--- src/hw/rtl/bdl_pkg.sv ---
`default_nettype none

package bdl_pkg;

  localparam int unsigned DataW  = 32;
  localparam int unsigned PosW   = 6;
  localparam int unsigned DistW  = 6;
  localparam int unsigned CountW = 7;
  localparam int unsigned CmdW   = 3;
  localparam int unsigned StatW  = 3;

  typedef enum logic [CmdW-1:0] {
    CMD_INS_FRONT = 3'd0,
    CMD_INS_BACK  = 3'd1,
    CMD_DELETE    = 3'd2,
    CMD_FIND_FWD  = 3'd3,
    CMD_FIND_BWD  = 3'd4
  } bdl_cmd_e;

  typedef enum logic [StatW-1:0] {
    STAT_OK       = 3'd0,
    STAT_EMPTY    = 3'd1,
    STAT_BADPOS   = 3'd2,
    STAT_FULL     = 3'd3,
    STAT_NOTFOUND = 3'd4
  } bdl_status_e;

  typedef enum logic [1:0] {
    ST_IDLE,
    ST_SEARCH,
    ST_SHIFT,
    ST_DONE
  } bdl_state_e;

  // Control of the ring store for one cycle.
  typedef struct packed {
    logic wr_en;
    logic push_front;
    logic rd_en;
  } bdl_ring_ctrl_t;

endpackage

`default_nettype wire

--- src/hw/rtl/bounded_double_ended_list.sv ---
`default_nettype none

// Ordered list of up to CAPACITY signed 32-bit values held in a ring-addressed
// single-port-read RAM. One command is taken at a time: inserts at either end
// go straight to the completion state, a search walks the entries one RAM read
// per cycle and finishes on the first match or at the last entry, and a delete
// at position p copies each later entry down by one (no copying when the last
// entry is removed). The single RAM read port sets the pace of these walks. No
// clearing pass is needed after reset, and a finished result may wait in the
// output register while the next command is already being worked on.
module bounded_double_ended_list #(
  parameter int unsigned CAPACITY = 64
) (
  input  wire logic                           clk_i,
  input  wire logic                           rst_ni,
  input  wire logic                           in_valid_i,
  output logic                                in_stall_o,
  input  wire logic [bdl_pkg::CmdW-1:0]       command_i,
  input  wire logic signed [bdl_pkg::DataW-1:0] value_i,
  input  wire logic [bdl_pkg::PosW-1:0]       position_i,
  output logic                                out_valid_o,
  input  wire logic                           out_stall_i,
  output logic      [bdl_pkg::StatW-1:0]      status_o,
  output logic      [bdl_pkg::DistW-1:0]      match_distance_o,
  output logic      [bdl_pkg::CountW-1:0]     entry_count_o
);

  localparam int unsigned IdxW = $clog2(CAPACITY);
  localparam int unsigned CntW = $clog2(CAPACITY + 1);
  localparam int unsigned CmpW = (CntW > bdl_pkg::PosW) ? CntW : bdl_pkg::PosW;
  localparam int unsigned OutW = (CntW > bdl_pkg::CountW) ? CntW : bdl_pkg::CountW;
  localparam logic [CntW-1:0] CapC = CntW'(CAPACITY);

  bdl_pkg::bdl_state_e       state_q, state_d;
  logic [CntW-1:0]           len_q, len_d;
  logic [bdl_pkg::DataW-1:0] key_q, key_d;
  logic                      bwd_q, bwd_d;
  logic [CntW-1:0]           iss_q, iss_d;
  logic [CntW-1:0]           chk_q, chk_d;
  logic                      rd_vld_q, rd_vld_d;
  bdl_pkg::bdl_status_e      res_status_q, res_status_d;
  logic [bdl_pkg::DistW-1:0] res_dist_q, res_dist_d;
  logic                      out_valid_q, out_valid_d;
  logic [bdl_pkg::StatW-1:0] out_status_q, out_status_d;
  logic [bdl_pkg::DistW-1:0] out_dist_q, out_dist_d;
  logic [bdl_pkg::CountW-1:0] out_count_q, out_count_d;

  bdl_pkg::bdl_cmd_e         cmd;
  bdl_pkg::bdl_ring_ctrl_t   ring_ctrl;
  logic [IdxW-1:0]           wr_idx;
  logic [bdl_pkg::DataW-1:0] wr_data;
  logic [IdxW-1:0]           rd_idx;
  logic [bdl_pkg::DataW-1:0] rd_data;

  logic [CmpW-1:0]           pos_ext;
  logic [CmpW-1:0]           len_ext;
  logic [CmpW-1:0]           chk_ext;
  logic [OutW-1:0]           len_out;
  logic [CntW-1:0]           last_idx;
  logic [CntW-1:0]           back_idx;
  logic [CntW-1:0]           prev_idx;
  logic                      list_full;
  logic                      list_empty;
  logic                      del_walk;
  logic                      hit;
  logic                      at_last;
  logic                      search_fin;
  logic                      shift_fin;
  logic                      out_free;

  always_comb begin
    cmd        = bdl_pkg::bdl_cmd_e'(command_i);
    pos_ext    = CmpW'(position_i);
    len_ext    = CmpW'(len_q);
    chk_ext    = CmpW'(chk_q);
    len_out    = OutW'(len_q);
    last_idx   = len_q - CntW'(1);
    back_idx   = last_idx - iss_q;
    prev_idx   = chk_q - CntW'(1);
    list_full  = (len_q == CapC);
    list_empty = (len_q == '0);
    // A delete of the last entry needs no copying.
    del_walk   = !list_empty && (pos_ext < len_ext) && (pos_ext != CmpW'(last_idx));
    // Only a search compares against the key; a delete walk never stops early.
    hit        = rd_vld_q && (state_q == bdl_pkg::ST_SEARCH) && (rd_data == key_q);
    at_last    = rd_vld_q && (chk_q == last_idx);
    search_fin = hit || at_last;
    shift_fin  = at_last;
    out_free   = !out_valid_q || !out_stall_i;
  end

  // Next state.
  always_comb begin
    state_d = state_q;
    case (state_q)
      bdl_pkg::ST_IDLE: begin
        if (in_valid_i) begin
          state_d = bdl_pkg::ST_DONE;
          case (cmd)
            bdl_pkg::CMD_DELETE: begin
              if (del_walk) begin
                state_d = bdl_pkg::ST_SHIFT;
              end
            end
            bdl_pkg::CMD_FIND_FWD, bdl_pkg::CMD_FIND_BWD: begin
              if (!list_empty) begin
                state_d = bdl_pkg::ST_SEARCH;
              end
            end
            default: state_d = bdl_pkg::ST_DONE;
          endcase
        end
      end
      bdl_pkg::ST_SEARCH: begin
        if (search_fin) begin
          state_d = bdl_pkg::ST_DONE;
        end
      end
      bdl_pkg::ST_SHIFT: begin
        if (shift_fin) begin
          state_d = bdl_pkg::ST_DONE;
        end
      end
      bdl_pkg::ST_DONE: begin
        if (out_free) begin
          state_d = bdl_pkg::ST_IDLE;
        end
      end
      default: state_d = bdl_pkg::ST_IDLE;
    endcase
  end

  // Datapath and outputs.
  always_comb begin
    len_d        = len_q;
    key_d        = key_q;
    bwd_d        = bwd_q;
    iss_d        = iss_q;
    chk_d        = chk_q;
    rd_vld_d     = 1'b0;
    res_status_d = res_status_q;
    res_dist_d   = res_dist_q;
    out_valid_d  = out_valid_q && out_stall_i;
    out_status_d = out_status_q;
    out_dist_d   = out_dist_q;
    out_count_d  = out_count_q;
    ring_ctrl    = '0;
    wr_idx       = '0;
    wr_data      = '0;
    rd_idx       = '0;

    case (state_q)
      bdl_pkg::ST_IDLE: begin
        if (in_valid_i) begin
          res_status_d = bdl_pkg::STAT_OK;
          res_dist_d   = '0;
          case (cmd)
            bdl_pkg::CMD_INS_FRONT, bdl_pkg::CMD_INS_BACK: begin
              if (list_full) begin
                res_status_d = bdl_pkg::STAT_FULL;
              end else begin
                ring_ctrl.wr_en      = 1'b1;
                ring_ctrl.push_front = (cmd == bdl_pkg::CMD_INS_FRONT);
                wr_idx               = len_q[IdxW-1:0];
                wr_data              = $unsigned(value_i);
                len_d                = len_q + CntW'(1);
              end
            end
            bdl_pkg::CMD_DELETE: begin
              bwd_d = 1'b0;
              if (list_empty) begin
                res_status_d = bdl_pkg::STAT_EMPTY;
              end else if (pos_ext >= len_ext) begin
                res_status_d = bdl_pkg::STAT_BADPOS;
              end else if (!del_walk) begin
                len_d = last_idx;
              end else begin
                iss_d = CntW'(pos_ext + CmpW'(1));
              end
            end
            bdl_pkg::CMD_FIND_FWD, bdl_pkg::CMD_FIND_BWD: begin
              key_d = $unsigned(value_i);
              bwd_d = (cmd == bdl_pkg::CMD_FIND_BWD);
              iss_d = '0;
              if (list_empty) begin
                res_status_d = bdl_pkg::STAT_EMPTY;
              end
            end
            default: res_status_d = bdl_pkg::STAT_OK;
          endcase
        end
      end
      bdl_pkg::ST_SEARCH, bdl_pkg::ST_SHIFT: begin
        if (state_q == bdl_pkg::ST_SEARCH) begin
          if (hit) begin
            res_dist_d = chk_ext[bdl_pkg::DistW-1:0];
          end else if (at_last) begin
            res_status_d = bdl_pkg::STAT_NOTFOUND;
          end
        end else if (rd_vld_q) begin
          // Entry read last cycle moves down by one place.
          ring_ctrl.wr_en = 1'b1;
          wr_idx          = prev_idx[IdxW-1:0];
          wr_data         = rd_data;
          if (shift_fin) begin
            len_d = last_idx;
          end
        end
        if ((iss_q < len_q) && !search_fin) begin
          ring_ctrl.rd_en = 1'b1;
          rd_idx          = bwd_q ? back_idx[IdxW-1:0] : iss_q[IdxW-1:0];
          iss_d           = iss_q + CntW'(1);
          chk_d           = iss_q;
          rd_vld_d        = 1'b1;
        end
      end
      bdl_pkg::ST_DONE: begin
        if (out_free) begin
          out_valid_d  = 1'b1;
          out_status_d = res_status_q;
          out_dist_d   = res_dist_q;
          out_count_d  = len_out[bdl_pkg::CountW-1:0];
        end
      end
      default: ;
    endcase
  end

  always_ff @(posedge clk_i or negedge rst_ni) begin
    if (!rst_ni) begin
      state_q     <= bdl_pkg::ST_IDLE;
      len_q       <= '0;
      rd_vld_q    <= 1'b0;
      out_valid_q <= 1'b0;
    end else begin
      state_q     <= state_d;
      len_q       <= len_d;
      rd_vld_q    <= rd_vld_d;
      out_valid_q <= out_valid_d;
    end
  end

  always_ff @(posedge clk_i) begin
    key_q        <= key_d;
    bwd_q        <= bwd_d;
    iss_q        <= iss_d;
    chk_q        <= chk_d;
    res_status_q <= res_status_d;
    res_dist_q   <= res_dist_d;
    out_status_q <= out_status_d;
    out_dist_q   <= out_dist_d;
    out_count_q  <= out_count_d;
  end

  bdl_ring #(
    .CAPACITY (CAPACITY)
  ) u_ring (
    .clk_i     (clk_i),
    .rst_ni    (rst_ni),
    .ctrl_i    (ring_ctrl),
    .wr_idx_i  (wr_idx),
    .wr_data_i (wr_data),
    .rd_idx_i  (rd_idx),
    .rd_data_o (rd_data)
  );

  assign in_stall_o       = (state_q != bdl_pkg::ST_IDLE);
  assign out_valid_o      = out_valid_q;
  assign status_o         = out_status_q;
  assign match_distance_o = out_dist_q;
  assign entry_count_o    = out_count_q;

  a_len_bound : assert property (@(posedge clk_i) disable iff (!rst_ni)
    len_q <= CapC)
    else $error("entry count exceeds capacity");

  a_read_in_walk : assert property (@(posedge clk_i) disable iff (!rst_ni)
    rd_vld_q |-> (state_q == bdl_pkg::ST_SEARCH || state_q == bdl_pkg::ST_SHIFT))
    else $error("read data pending outside a walk");

  a_insert_grows : assert property (@(posedge clk_i) disable iff (!rst_ni)
    (in_valid_i && !in_stall_o && !list_full &&
     (cmd == bdl_pkg::CMD_INS_FRONT || cmd == bdl_pkg::CMD_INS_BACK))
    |=> len_q == $past(len_q) + CntW'(1))
    else $error("insert did not add an entry");

  a_result_from_done : assert property (@(posedge clk_i) disable iff (!rst_ni)
    (out_valid_q && !$past(out_valid_q && out_stall_i)) |-> $past(state_q) == bdl_pkg::ST_DONE)
    else $error("result produced outside the completion state");

  a_walk_in_range : assert property (@(posedge clk_i) disable iff (!rst_ni)
    rd_vld_q |-> chk_q < len_q)
    else $error("walk read beyond the last entry");

endmodule

`default_nettype wire

--- src/hw/rtl/bdl_ring.sv ---
`default_nettype none

module bdl_ring #(
  parameter int unsigned CAPACITY = 64,
  localparam int unsigned IdxW = $clog2(CAPACITY)
) (
  input  wire logic                        clk_i,
  input  wire logic                        rst_ni,
  input  wire bdl_pkg::bdl_ring_ctrl_t     ctrl_i,
  input  wire logic [IdxW-1:0]             wr_idx_i,
  input  wire logic [bdl_pkg::DataW-1:0]   wr_data_i,
  input  wire logic [IdxW-1:0]             rd_idx_i,
  output logic      [bdl_pkg::DataW-1:0]   rd_data_o
);

  localparam logic [IdxW:0] CapL = (IdxW+1)'(CAPACITY);

  logic [bdl_pkg::DataW-1:0] mem [CAPACITY];
  logic [bdl_pkg::DataW-1:0] rd_data_q;
  logic [IdxW-1:0]           head_q, head_d;
  logic [IdxW-1:0]           head_dec;
  logic [IdxW-1:0]           waddr;
  logic [IdxW-1:0]           raddr;

  // Logical positions are offsets from the head; the sum stays below twice the capacity.
  function automatic logic [IdxW-1:0] wrap(input logic [IdxW-1:0] base,
                                           input logic [IdxW-1:0] off);
    logic [IdxW:0] sum;
    sum = {1'b0, base} + {1'b0, off};
    if (sum >= CapL) begin
      sum = sum - CapL;
    end
    return sum[IdxW-1:0];
  endfunction

  always_comb begin
    head_dec = (head_q == '0) ? IdxW'(CAPACITY - 1) : head_q - 1'b1;
    waddr    = ctrl_i.push_front ? head_dec : wrap(head_q, wr_idx_i);
    raddr    = wrap(head_q, rd_idx_i);
    head_d   = (ctrl_i.wr_en && ctrl_i.push_front) ? head_dec : head_q;
  end

  always_ff @(posedge clk_i or negedge rst_ni) begin
    if (!rst_ni) begin
      head_q <= '0;
    end else begin
      head_q <= head_d;
    end
  end

  always_ff @(posedge clk_i) begin
    if (ctrl_i.wr_en) begin
      mem[waddr] <= wr_data_i;
    end
    if (ctrl_i.rd_en) begin
      rd_data_q <= mem[raddr];
    end
  end

  assign rd_data_o = rd_data_q;

endmodule

`default_nettype wire

--- config.mk ---
export PLATFORM = sky130hd
export DESIGN_NAME = bounded_double_ended_list
export DESIGN_NICKNAME = d
export VERILOG_FILES = /design/src/hw/rtl/bdl_pkg.sv /design/src/hw/rtl/bounded_double_ended_list.sv /design/src/hw/rtl/bdl_ring.sv
export SDC_FILE = /design/constraint.sdc
export NUM_CORES = 2
export LEC_CHECK = 0
export BUFFER_PORTS_ARGS = -buffer_cell sky130_fd_sc_hd__buf_4
export CAP_MARGIN = 10
export CORE_MARGIN = 2
export CORE_UTILIZATION = 41
export CTS_BUF_LIST = sky130_fd_sc_hd__clkbuf_8
export DETAILED_ROUTE_END_ITERATION = 10
export PLACE_DENSITY = 0.66
export SYNTH_ARGS = -nofsm -noshare
export SYNTH_HDL_FRONTEND = slang
export SYNTH_SLANG_ARGS = --single-unit
export TNS_END_PERCENT = 100
--- constraint.sdc ---
create_clock -name clk_i -period 8 [get_ports clk_i]
set_input_delay 0.8 -clock clk_i [delete_from_list [all_inputs] [get_ports clk_i]]
set_output_delay 0.8 -clock clk_i [all_outputs]
set_load 0.01 [all_outputs]
==> flow_summary.toml <==
[status]
status = "finished, final reports clean"

[detailed_routing]
viasPerCell = 5.85
antenna_left = 0
drtIter0Drc = 6194
wl_per_cell_microns = 30.8
drt_pass1_iterations = 7
drc_errors = 0
postRouteWirelength_microns = 235000
num_vias = 44700

[clock_tree]
htree_num_levels = 5
clk_path_buf_depth = 4
cts_buffers = 354
clock-sinks = 2169
cts_root_buffer = "clkbuf_8"
clock_latency_ns = 1.06
cts_tree = "built"
path_clk_slew_ns = 0.06

[sta]
tns_ns = 0
setup_viol = 0
fin_ws_ns = 1.30
fmax_ghz = 0.149
finalMaxSlewViolations = 0
period_needed_ns = 6.70
hold_violations = 0
rsz0062_at_grt = "false"
maxSlewHeadroom_pct = 20.8
tightest_slew_ns = 1.19
skew_ns = 0.0950
fin_crit_sh_pct = 83.7

[global_route]
grt_pass1_wl_microns = 332000
grt.overflow.total = 0
grt_use_met1_pct = 29.3
gr-max-usage-layer = "met2"
grt_pass1_vias = 44600
grt_antenna_before_repair = 14
grt_max_degree = 118
grt_usage_pct = 22.1
use_met3_pct = 4.54
grt.met2_usage_pct = 34.7

[synth]
synthSimpleGateAreaFrac_pct = 5.64
synth-compound-area-share_pct = 1.07
muxShareOfSynthArea_pct = 14.1
async_flop_share_pct = 0.784
synthFlopType = "edfxtp_1"
synth_seq_area_share_pct = 76.3
synth-edff-count = 2152
synthesis.nets = 4414
synth_fa_ha_area_share_pct = 0.687
synth_cell_types = 73
synth_area_sq_um = 85300
synth_top_family_by_area = "multiplexers"
synthCells = 4324
yosysWarnings = 0
avgSynthCellArea_sq_um = 19.7
synth_xor_area_share_pct = 0.929
ys_ff_latch = 2169

[worst_setup_path]
path_buf_inv = 3
cp_top_family = "simple AND/OR/NAND/NOR gates"
start_kind = "flip-flop"
crit_path_cell_trace = "inv_1 -> ha_1 -> inv_1 -> a311oi_1 -> nand3_4 -> nor2_1 -> ha_1 -> a21oi_1 -> xnor2_1 -> nor2b_4 -> buf_4 -> nand3_1 -> nand4_1 -> mux2i_1"
rrSetupSlack_ns = 1.30
crit_path_max_fanout = 34
slowest_stage = "nor2b_4"
end_kind = "flip-flop"
cp_data_required_time_ns = 8.67
crit_arrival_ns = 7.37
crit_type = "reg2reg"
critPathMaxStageDelay_ns = 0.89

[placed_design]
port_buffers = 62
dpl_cell_area_sq_um = 90300
dpl.hpwl_microns = 142000
pre_cts_slack_ns = 1.36
place.gp.congestion = 0.907

[floorplan]
initial_core_util_pct = 41.2
die_area_sq_um = 212000
die_width_microns = 460
pin_count = 63
rows = 167
die_y_microns = 460
core_sq_um = 207000

[final_layout]
syn_to_final_growth_pct = 13.4
fillCellCount = 17000
drive_gt1_share_pct = 25.4
mostFrequentLayoutCell = "edfxtp_1"
final_cell_mix = "edfxtp_1, nand2_1, mux4_2"
final_nets = 4789
design_area_sq_um = 96700

[run]
drv_cap = 0

[min_path]
min_path_type = "in2reg"
## sequential cells by signal, summed over array words and instances, names as in the netlist
signal and flops:
len_ext 7, u_ring.head_q 6, iss_q 7, status_o 3, res_dist_q 6, rd_vld_q 1
chk_ext 7, res_status_q 3, out_valid_o 1, entry_count_o 7, state_q 2, match_distance_o 6
u_ring.rd_data_o 32, key_q 32, bwd_q 1, u_ring.mem 2048
## layer usage
metal / up-vias / part of all wire, %
li1: 18200 / -
met1: 23500 / 38
met2: 2471 / 47
met3: 472 / 9.4
met4: 6 / 5.5
met5: - / 0.017
## stage by stage
step,util (%),hold WS [ns],instances
after detailed placement,43.7,0.410,7014
after CTS,46.7,0.00346,7642
final,46.7,0.0702,7649
after global placement,43.7,0.406,7013
after global routing,46.7,0.0261,7646
after floorplan,-,0.400,4324
## layout make-up
type	count	area (sq um)	area share, %
multi-input cells	1896	20000	20.7
clock buffers	360	4950	5.12
inverters	34	128	0.132
repair buffers	244	2140	2.22
well taps	2704	3380	3.50
clock inverters	236	1050	1.09
diodes	6	15.0	0.0155
flip-flops and latches	2169	65000	67.3
## cell usage after synthesis, types with 2 or more instances
library cell / n / share of area [%]
ha_1: 42 / 0.62
o21a_1: 4 / 0.035
and3_1: 3 / 0.022
nor4_1: 3 / 0.022
mux2i_1: 39 / 0.46
fa_1: 3 / 0.070
inv_1: 33 / 0.15
o211ai_1: 4 / 0.035
dfrtp_1: 17 / 0.50
a21boi_0: 2 / 0.018
buf_2: 49 / 0.29
xnor2_1: 60 / 0.62
o22ai_1: 5 / 0.037
mux2_2: 4 / 0.053
buf_4: 2 / 0.018
nor2_1: 150 / 0.66
or3_1: 2 / 0.015
nand4_1: 72 / 0.53
o21bai_1: 2 / 0.018
a311oi_1: 2 / 0.021
a21oi_1: 23 / 0.13
nor3_1: 13 / 0.076
a31oi_1: 11 / 0.081
a22oi_1: 37 / 0.33
and2_1: 6 / 0.044
buf_1: 13 / 0.057
xor2_1: 17 / 0.17
xnor3_1: 4 / 0.11
clkbuf_1: 157 / 0.69
o31ai_1: 3 / 0.026
nand2b_1: 9 / 0.066
mux4_2: 516 / 14
nor2b_1: 10 / 0.073
nand3_1: 266 / 1.6
nand2_1: 527 / 2.3
a2111oi_0: 2 / 0.021
o21ai_1: 2 / 0.012
a21o_1: 7 / 0.062
buf_6: 4 / 0.053
nor3_2: 3 / 0.035
edfxtp_1: 2152 / 76
o21ai_0: 10 / 0.059
nand3b_1: 4 / 0.035
## worst paths after layout
check / startpoint / endpoint / cells after the start
worst max-delay path: state_q[0] / u_ring.rd_data_o[27] / 14
min in group asynchronous: rst_ni / rd_vld_q / 2
max in group asynchronous: rst_ni / u_ring.head_q[2] / 2
worst min register to register: res_status_q[0] / status_o[0] / 0
worst max register to register: state_q[0] / u_ring.rd_data_o[27] / 14
worst min-delay path: value_i[4] / key_q[4] / 1
## kinds of logic (layout without fill, tap and decap cells)
kind of cell | count (synthesis) | after routing
buffers and inverters | 259 | 874
adders and majority gates | 45 | 45
muxes | 559 | 559
xor gates and xnor gates | 82 | 82
other | 0 | 6
AOI/OAI and AO/OA | 127 | 127
and+or+nand+nor | 1083 | 1083
DFF | 2169 | 2169
## repair_timing
item,CTS,global route
endpoints found under the hold margin,48,0
hold buffers,32,0
resized for setup,0,0
setup buffers,0,0
Power is not shown: default switching activity piles up to over one toggle a cycle in this logic, so the estimate is an artifact.
